===== src/gfr_pkg.sv =====
// ----------------------------------------------------------------------------
// gfr_pkg: shared types and constants of the grid field-of-view raycaster
// Command codes, field widths, default map size and the control groups that
// pass between the sequencer, the ray step unit and the cell memory.
// ----------------------------------------------------------------------------
package gfr_pkg;

	localparam int X_W        = 6;
	localparam int Y_W        = 5;
	localparam int RAD_W      = 4;
	localparam int DELTA_W    = RAD_W + 1;
	localparam int ERR_W      = RAD_W + 3;
	localparam int IN_DATA_W  = 16;
	localparam int OUT_DATA_W = 8;

	localparam int DEF_MAP_COLS = 64;
	localparam int DEF_MAP_ROWS = 32;

	localparam logic [RAD_W-1:0] RAD_RESET = 4'd8;

	typedef enum logic [1:0] {
		CMD_WRITE = 2'd0,
		CMD_VIEW  = 2'd1,
		CMD_READ  = 2'd2,
		CMD_WIPE  = 2'd3
	} gfr_cmd_t;

	typedef enum logic {
		KIND_CELL = 1'b0,
		KIND_DONE = 1'b1
	} gfr_kind_t;

	typedef struct packed {
		logic wr_solid;
		logic solid_val;
		logic mark;
		logic clr_vis;
		logic clr_all;
	} gfr_mem_op_t;

	typedef struct packed {
		logic on_map;
		logic at_target;
	} gfr_ray_stat_t;

endpackage


===== src/gfr_ray_step.sv =====
// ----------------------------------------------------------------------------
// gfr_ray_step: shared Bresenham step and cell test
// Gives the next ray position and error term, whether the current position
// lies on the map and whether it is the ray's target.
// ----------------------------------------------------------------------------
module gfr_ray_step #(
	parameter int MAP_COLS = gfr_pkg::DEF_MAP_COLS,
	parameter int MAP_ROWS = gfr_pkg::DEF_MAP_ROWS,
	parameter int CW       = 8
) (
	input  logic signed [CW-1:0]            x,
	input  logic signed [CW-1:0]            y,
	input  logic signed [CW-1:0]            tx,
	input  logic signed [CW-1:0]            ty,
	input  logic signed [gfr_pkg::ERR_W-1:0] err,
	input  logic [gfr_pkg::RAD_W-1:0]        run,
	input  logic [gfr_pkg::RAD_W-1:0]        rise_mag,
	input  logic                             neg_x,
	input  logic                             neg_y,
	output logic signed [CW-1:0]            x_nxt,
	output logic signed [CW-1:0]            y_nxt,
	output logic signed [gfr_pkg::ERR_W-1:0] err_nxt,
	output gfr_pkg::gfr_ray_stat_t           stat
);
	import gfr_pkg::*;

	localparam logic signed [CW-1:0] ONE   = CW'(1);
	localparam logic signed [CW-1:0] COLS  = CW'(MAP_COLS);
	localparam logic signed [CW-1:0] ROWS  = CW'(MAP_ROWS);

	logic signed [ERR_W:0] twice;
	logic signed [ERR_W:0] run_s;
	logic signed [ERR_W:0] rise_s;
	logic signed [ERR_W:0] err_s;
	logic signed [ERR_W:0] err_sum;
	logic                  step_x;
	logic                  step_y;

	always_comb begin
		twice   = $signed({err, 1'b0});
		run_s   = $signed({{(ERR_W + 1 - RAD_W){1'b0}}, run});
		rise_s  = -$signed({{(ERR_W + 1 - RAD_W){1'b0}}, rise_mag});
		err_s   = $signed({err[ERR_W-1], err});
		step_x  = (twice >= rise_s);
		step_y  = (twice <= run_s);
		err_sum = err_s + (step_x ? rise_s : '0) + (step_y ? run_s : '0);
		err_nxt = err_sum[ERR_W-1:0];
		x_nxt   = step_x ? (neg_x ? x - ONE : x + ONE) : x;
		y_nxt   = step_y ? (neg_y ? y - ONE : y + ONE) : y;

		stat.on_map    = !x[CW-1] && !y[CW-1] && (x < COLS) && (y < ROWS);
		stat.at_target = (x == tx) && (y == ty);
	end

endmodule


===== config.mk =====
export PLATFORM = sky130hd
export DESIGN_NAME = gfr_ray_step
export DESIGN_NICKNAME = d
export VERILOG_FILES = /design/src/gfr_pkg.sv /design/src/gfr_ray_step.sv
export SDC_FILE = /design/constraint.sdc
export NUM_CORES = 1
export LEC_CHECK = 0
export BUFFER_PORTS_ARGS = -buffer_cell sky130_fd_sc_hd__buf_4
export CORE_ASPECT_RATIO = 0.6
export CORE_MARGIN = 2
export CORE_UTILIZATION = 50
export DETAILED_ROUTE_END_ITERATION = 10
export GPL_TIMING_DRIVEN = 0
export PLACE_DENSITY = 0.85
export SLEW_MARGIN = 20
export SYNTH_ARGS = -nofsm -noshare
export SYNTH_HDL_FRONTEND = slang
export SYNTH_SLANG_ARGS = --single-unit

===== constraint.sdc =====
create_clock -name vclk -period 7.11
set_input_delay 0.3555 -clock vclk [all_inputs]
set_output_delay 0.3555 -clock vclk [all_outputs]
set_load 0.05 [all_outputs]

* Yosys cells after proc, flatten, opt, wreduce, memory -nomap -nowiden
Cells that the tools add are included.
** Storage, ports and cells
- Bits in registers :: 0
- Bits in latches :: 0
- RAM bits :: 0
- Bits in read-only memories :: 0
- Input port bits :: 49
- Output and inout port bits :: 25
- Word-level logic and storage cells :: 25
- Memories kept :: 0
** Cells by class
- Add/subtract/negate cells :: 7
- $mul :: 0
- Div/mod/pow operators :: 0
- Order comparisons :: 4
- Equal/unequal tests :: 2
- Shift operators :: 0
- Multiplexer cells :: 6
- Bitwise logic cells :: 0
- Reduce and logical (&&, ||, !) cells :: 6
** Operators by type and width (count)
- 2-to-1 mux 8 bit :: 4
- adder 8 x 2 -> 8 bit, second input constant :: 2
- equality test 8 bit :: 2
- subtractor 8 x 2 -> 8 bit, second input constant :: 2
- greater-or-equal comparator 8 bit :: 1
- <= comparator 8 x 5 -> 1 bit :: 1
- < comparator 8 x 7 -> 1 bit, second input constant :: 1
- < comparator 8 bit, second input constant :: 1
- negation 4 -> 8 bit :: 1
- adder 7 x 4 -> 7 bit :: 1
- adder 7 bit :: 1
- 2-to-1 mux 7 bit :: 1
- logical AND 1 bit :: 4
- 2-to-1 mux 4 bit :: 1
- zero test 1 bit :: 2

* Longest topological paths before layout
Gate-level depths: netlist (run 1).
- Word-level depth :: 5
- Depth in mapped cells :: 16
- Gate-level depth less buffers :: 16

* Worst setup path after synthesis (run 1)
Ideal clock, no wire load.
- Path kind :: input port to output port
- From :: in rise_mag[0] (netlist bit)
- To :: out err_nxt[6] (netlist bit)
- Arrival time :: 4.122 ns
- Required time :: 6.754 ns
- Setup slack :: 2.632 ns
- Stages on the path :: 16
- Path buffers :: 1
- Cell sequence :: inv_1 ha_1 nor3b_1 ha_1 nor4b_1 nand2b_1 o21ai_2 buf_4 nor2_1 fa_1 ha_1 a21oi_1 o211ai_1 a21oi_1 xnor2_1 xnor2_1
** Between the ends
- Word-level cells in the longest chain between the ends :: 5
** Ends and longest elaborated chain
- from (decl) :: RTL line gfr_ray_step.sv:17 : input logic [gfr_pkg::RAD_W-1:0] rise_mag,
- negation 4 -> 8 bit (*) :: RTL line gfr_ray_step.sv:42 : rise_s = -$signed({{(ERR_W + 1 - RAD_W){1'b0}}, rise_mag});
- greater-or-equal comparator 8 bit :: RTL line gfr_ray_step.sv:44 : step_x = (twice >= rise_s);
- 2-to-1 mux 7 bit (*) :: RTL line gfr_ray_step.sv:46 : err_sum = err_s + (step_x ? rise_s : '0) + (step_y ? run_s : '0);
- adder 7 bit (*) :: RTL line gfr_ray_step.sv:46
- adder 7 x 4 -> 7 bit (*) :: RTL line gfr_ray_step.sv:46
- to (decl) :: RTL line gfr_ray_step.sv:22 : output logic signed [gfr_pkg::ERR_W-1:0] err_nxt,
Every way passes the cells marked *; elsewhere a longest branch is shown, timed or not.

* Worst setup path after layout (run 1)
Ends and elaborated chain as after synthesis.

==> results of run 1 <==
==> critical path: stages <==
cell and delay, ns:
buf_4 0.11, inv_1 0.05, ha_1 0.21, nor3b_1 0.19, ha_1 0.21, nor4b_1 0.53, nand2b_1 0.17, o21ai_2 0.39
buf_4 0.26, nor2_1 0.09, fa_1 0.52, ha_1 0.31, a21oi_1 0.17, o211ai_1 0.12, a21oi_1 0.19, xnor2_1 0.15
xnor2_1 0.13, buf_4 0.21
==> how the worst max path moves through the flow <==
stage / startpoint / to / slack (ns) / depth (start not counted)
floorplan: rise_mag[0] / err_nxt[6] / 2.63 / 16
global placement: rise_mag[0] / err_nxt[6] / 2.48 / 18
detailed placement: rise_mag[0] / err_nxt[6] / 2.44 / 18
CTS: rise_mag[0] / err_nxt[6] / 2.44 / 18
global route: rise_mag[0] / err_nxt[6] / 2.16 / 18
finish: rise_mag[0] / err_nxt[6] / 2.39 / 18
==> logic make-up after synthesis <==
group / count (synthesis)
AO/OA/AOI/OAI: 56
AND/OR/NAND/NOR: 61
buffers and inverters: 23
multiplexers: 3
XOR/XNOR: 32
adder cells (fa/ha/maj): 37
==> power by group through the flow <==
stage	combinational, mW	sequential [mW]	clock (mW)
floorplan	0.250	0	0
detailed placement	0.356	0	0
global placement	0.351	0	0
finish	0.358	0	0
CTS	0.357	0	0
global route	0.383	0	0
==> metal layers <==
metal	part of all wire [%]	vias to the layer above	global-route usage [%]
met3	7.0	2	1.48
met4	0.36	0	1.79
met5	0	-	0
met1	48	840	36.5
met2	44	76	44.0
li1	-	917	-
==> cell type report <==
| type | instances | area, sq um | share of cell area [%] |
|---|---|---|---|
| Tap cell | 42 | 52.6 | 2.36 |
| Multi-Input combinational cell | 189 | 1530 | 68.6 |
| Buffer | 2 | 12.5 | 0.561 |
| Inverter | 21 | 78.8 | 3.54 |
| Timing Repair Buffer | 74 | 556 | 24.9 |
==> metrics by stage <==
step	power [mW]	hold WS [ns]	utilization, %
CTS	0.357	1.06	74.7
detailed placement	0.356	1.06	74.7
global route	0.383	1.06	74.7
finish	0.358	1.06	74.7
global placement	0.351	1.05	74.7
floorplan	0.250	0.887	-
==> cell usage in the layout, fill, tap and decap left out, types with 4 or more instances in the layout <==
cell / count
buf_4: 75
ha_1: 30
xnor2_1: 24
inv_1: 21
a21oi_1: 16
nand2_1: 14
nor2_1: 14
o21ai_0: 14
xor2_1: 8
fa_1: 7
nor3_1: 5
nand4_1: 5
o21a_1: 4
nor2b_1: 4
and2_1: 4
a211oi_1: 4
==> results.tsv, run 1 <==
stage	metric	value	unit
floorplanning	Die X	77.5	um
logic_synthesis	most frequent cell after synthesis	ha_1	
timing	post-layout min period	4.72	ns
pwr	clock power share	0	%
timing	post-route setup slack	2.39	ns
logic_synthesis	synth cell count leaders	ha_1 (30), xnor2_1 (24), inv_1 (21), a21oi_1 (16)	
pwr	Switch Pwr	0.228	mW
pwr	Sequential Power Share	0	%
timing	relative slew slack	62.0	%
critical_path	Worst EP arrival	4.36	ns
final_layout	share of cells above drive strength 1	29.0	%
timing	Final period util	66.3	%
pwr	Cell Pwr Density	161	nW/um^2
final_layout	Clock buffer cells	0	
final_layout	# diodes	0	
global_route	vias in the first global route	1630	
logic_synthesis	xor/xnor share of the synthesized area	17.3	%
timing	RSZ-0062 raised after global routing	no	
floorplanning	row count	15	
floorplanning	die height	48.1	um
timing	Max Freq	212	MHz
timing	final setup violating endpoints	0	
critical_path	Startpoint Class	primary input	
detailed_routing	Final ANT Viol Nets	0	
global_route	remaining global-route overflow	0	
min_path	worst min path class	in2out	
clock_network	Post-CTS Hold Buffers	0	
detailed_routing	Pre-Repair DR Iteration Count	4	
placed_design	RePlAce Congestion	0.833	
logic_synthesis	multiplexer share of the synthesized area	2.08	%
logic_synthesis	Yosys warnings	0	
critical_path	Critical Path RT	6.75	ns
logic_synthesis	leading area contributor after synthesis	ha_1	
min_path	worst hold stages	3	
global_route	first-pass GRT wire length	7.49	mm
detailed_routing	DRC	0	
timing	Setup TNS	0	ns
critical_path	CP max FO	10	
logic_synthesis	Syn Area/Cell	7.64	sq um
detailed_routing	Routed WL per cell	14.3	um
final_layout	non-filler cells, final	328	
timing	Final Hold Viols	0	
placed_design	Post-DP HPWL	4.13	mm
clock_network	post-cts resize count	0	
logic_synthesis	Mapped Nets	298	
final_layout	final net count	374	
final_layout	Area Overhead vs Synth	37.5	%
final_layout	flip-flop and latch count	0	
final_layout	FF+latch area	0	sq um
logic_synthesis	register area share after synthesis	0	%
pwr	peak supply drop	0.144	mV
placed_design	Inst Count DP	328	
placed_design	Placed Area	2230	sq um
placed_design	dpl ws	2.44	ns
logic_synthesis	post-synthesis compound-gate area fraction	23.6	%
floorplanning	Ports	74	
global_route	largest net degree at the start of global routing	11	
job	Max Cap Violations	0	
logic_synthesis	share of the synthesized area in the top cell type	23.2	%
timing	Slew Viols, Final	0	
floorplanning	initial core utilization	54.3	%
logic_synthesis	Post-Synth Simple-Gate Area	19.5	%
pwr	Leakage	1.12	nW
pwr	switching part of the total	63.6	%
critical_path	CP Class	in2out	
global_route	total track usage	25.0	%
min_path	Hold Startpoint	y[6]	
min_path	Worst Hold End	stat[1]	
logic_synthesis	Netlist cell types	39	
pwr	Comb pwr share	100.0	%
floorplanning	Floorplan Core Area	2980	sq um
clock_network	Setup Buffers After CTS	0	
placed_design	Port-buffer cells	74	
logic_synthesis	largest family of logic cells by synthesized area	adder cells	
logic_synthesis	post-synthesis adder-cell area fraction	31.8	%
detailed_routing	total wire length	4.70	mm
pwr	Internal Power	0.130	mW
final_layout	# fillers	250	
detailed_routing	routed vias/inst	5.59	
global_route	initial antenna violation count	0	
critical_path	Critical Path End Type	output port	
detailed_routing	via count	1835	
status	status	completed	
logic_synthesis	Mapped Cells	212	
floorplanning	die area	3730	sq um
logic_synthesis	synthesized area	1620	sq um
logic_synthesis	Area contributors post-synth	ha_1 (23%), xnor2_1 (13%), fa_1 (8.6%)	
final_layout	Final Cell Area	2230	sq um
detailed_routing	initial drt markers	114	
timing	Worst Tran Pin Value	0.561	ns
Power figures use the tool's default switching activity.
==> inputs of run 2 (changes only) <==
--- a/config.mk
+++ b/config.mk
@@ -8,10 +8,10 @@
 export BUFFER_PORTS_ARGS = -buffer_cell sky130_fd_sc_hd__buf_4
 export CORE_ASPECT_RATIO = 0.6
 export CORE_MARGIN = 2
-export CORE_UTILIZATION = 50
+export CORE_UTILIZATION = 45
 export DETAILED_ROUTE_END_ITERATION = 10
 export GPL_TIMING_DRIVEN = 0
-export PLACE_DENSITY = 0.85
+export PLACE_DENSITY = 0.8
 export SLEW_MARGIN = 20
 export SYNTH_ARGS = -nofsm -noshare
 export SYNTH_HDL_FRONTEND = slang
==> constraint.sdc (replaced) <==
create_clock -name vclk -period 4
set_input_delay 0.2 -clock vclk [all_inputs]
set_output_delay 0.2 -clock vclk [all_outputs]
set_load 0.05 [all_outputs]
==> results.tsv, run 2 (synthesis gave the netlist of run 1 again) <==
stage	metric	value	unit	change
status	status	completed		
timing	final setup violating endpoints	0		unchanged
placed_design	RePlAce Congestion	0.879		+5.6%
placed_design	dpl ws	-0.352	ns	-2.79 ns
pwr	peak supply drop	0.282	mV	+96%
placed_design	Placed Area	2240	sq um	+0.51%
final_layout	commonest non-fill, non-tap cell in the layout	buf_4		
timing	relative slew slack	74.9	%	+13 points
pwr	Final Power	0.678	mW	+89%
pwr	Sequential Power Share	0	%	unchanged
final_layout	share of cells above drive strength 1	36.4	%	+7.4 points
global_route	initial antenna violation count	0		unchanged
floorplanning	Die X	81.5	um	+5.1%
pwr	clock power share	0	%	unchanged
detailed_routing	DRC	0		unchanged
detailed_routing	total wire length	4.74	mm	+0.96%
floorplanning	die height	50.5	um	+5.0%
detailed_routing	Final ANT Viol Nets	0		unchanged
pwr	Internal Power	0.260	mW	+100%
critical_path	crit-path leading delay family	adder cells		
timing	Final Hold Viols	0		unchanged
placed_design	Port-buffer cells	74		unchanged
final_layout	most frequent cells in the layout	buf_4 (78), ha_1 (27), xnor2_1 (22)		
final_layout	# fillers	273		+9.2%
detailed_routing	Pre-Repair DR Iteration Count	4		unchanged
pwr	Switch Pwr	0.418	mW	+84%
detailed_routing	Routed WL per cell	14.1	um	-1.4%
pwr	Leakage	1.18	nW	+4.7%
critical_path	Critical Path RT	3.80	ns	-2.95 ns
timing	post-layout min period	3.87	ns	
timing	Worst Tran Pin Value	0.375	ns	-0.186 ns
final_layout	Clock buffer cells	0		unchanged
global_route	first-pass GRT wire length	7.67	mm	+2.4%
critical_path	CP peak stage delay	0.60	ns	+0.07 ns
critical_path	CP Class	in2out		
floorplanning	Ports	74		unchanged
global_route	total track usage	23.1	%	-2.0 points
critical_path	Startpoint Class	primary input		
detailed_routing	routed vias/inst	5.41		-3.3%
critical_path	Crit-path slowest cell	fa_1		
final_layout	Area Overhead vs Synth	47.7	%	
job	Max Cap Violations	0		unchanged
placed_design	Post-DP HPWL	3.96	mm	-4.2%
final_layout	final net count	379		+1.3%
timing	post-route setup slack	0.126	ns	-2.27 ns
pwr	Cell Pwr Density	283	nW/um^2	+76%
final_layout	Final Cell Area	2390	sq um	+7.4%
detailed_routing	via count	1817		-0.98%
critical_path	Worst EP arrival	3.67	ns	-0.69 ns
floorplanning	Floorplan Core Area	3340	sq um	+12%
floorplanning	initial core utilization	48.5	%	-5.8 points
timing	Hold WS	0.734	ns	-0.326 ns
timing	Slew Viols, Final	0		unchanged
floorplanning	die area	4110	sq um	+10%
detailed_routing	initial drt markers	93		-18%
floorplanning	row count	16		+1
critical_path	WP buf/inv	4		unchanged
pwr	Comb pwr share	100.0	%	about the same
final_layout	flip-flop and latch count	0		unchanged
final_layout	# diodes	0		unchanged
critical_path	Critical Path End Type	output port		
timing	Max Freq	258	MHz	
global_route	vias in the first global route	1687		+3.5%
global_route	remaining global-route overflow	0		unchanged
timing	Final period util	96.8	%	
global_route	largest net degree at the start of global routing	11		unchanged
critical_path	CP Cell Sequence	buf_4 > inv_1 > ha_2 > xor2_2 > ha_1 > o21a_1 > o221a_2 > o21ai_4 > buf_6 > nor2_2 > fa_1 > ha_1 > a21oi_2 > o211ai_1 > a21oi_2 > xnor2_2 > xnor2_2 > buf_6		
final_layout	FF+latch area	0	sq um	unchanged
min_path	worst min path class	in2out		
critical_path	CP max FO	5		-5
pwr	switching part of the total	61.6	%	-2.0 points
-- run 2: changes by cell type in the layout (fill, tap and decap cells not counted), moves of 2 or more --
cell / delta
a21oi_1: -3
a21oi_2: +3
buf_4: +3
buf_6: +2
fa_1: -2
fa_2: +2
ha_1: -3
ha_2: +2
nor3_1: -2
nor3_2: +2
xnor2_1: -2
xnor2_2: +2
-- run 2: timing repair --
item | 4_1_cts | 5_1_grt
pin swaps | 3 | 7
setup buffers | 2 | 3
hold buffers | 0 | 0
resized for setup | 9 | 14
endpoints found under the setup margin | 3 | 2
-- run 2: per-layer routing --
metal,up-vias,wire length [um],GRT usage (%)
li1,923,-,-
met1,831,2490,37.3
met5,-,0,0
met4,0,0,0
met3,0,267,0.360
met2,63,1980,35.8
-- run 2: power groups by stage --
stage / clock [mW] / combinational (mW) / sequential, mW
floorplan: 0 / 0.449 / 0
global placement: 0 / 0.626 / 0
detailed placement: 0 / 0.636 / 0
CTS: 0 / 0.656 / 0
global route: 0 / 0.724 / 0
finish: 0 / 0.678 / 0
-- run 2: final cells by class --
cell class	count	area, sq um	area share, %
plain buffers	2	16.3	0.680
multi-input cells	189	1650	68.7
inverters	21	78.8	3.29
well taps	45	56.3	2.35
repair buffers	79	597	24.9
-- run 2: final timing paths --
kind | cells after the start | startpoint | slack (ns) | end
min | 3 | y[6] | 0.73 | stat[1]
max | 18 | rise_mag[0] | 0.13 | err_nxt[6]
-- run 2: metrics by stage --
step / setup TNS [ns] / utilization [%] / cells
6_report: 0 / 71.6 / 336
5_1_grt: -0.0293 / 71.6 / 336
4_1_cts: 0 / 69.0 / 333
3_5_place_dp: -0.549 / 67.0 / 331
3_3_place_gp: -0.412 / 67.0 / 331
2_1_floorplan: 0 / - / 212
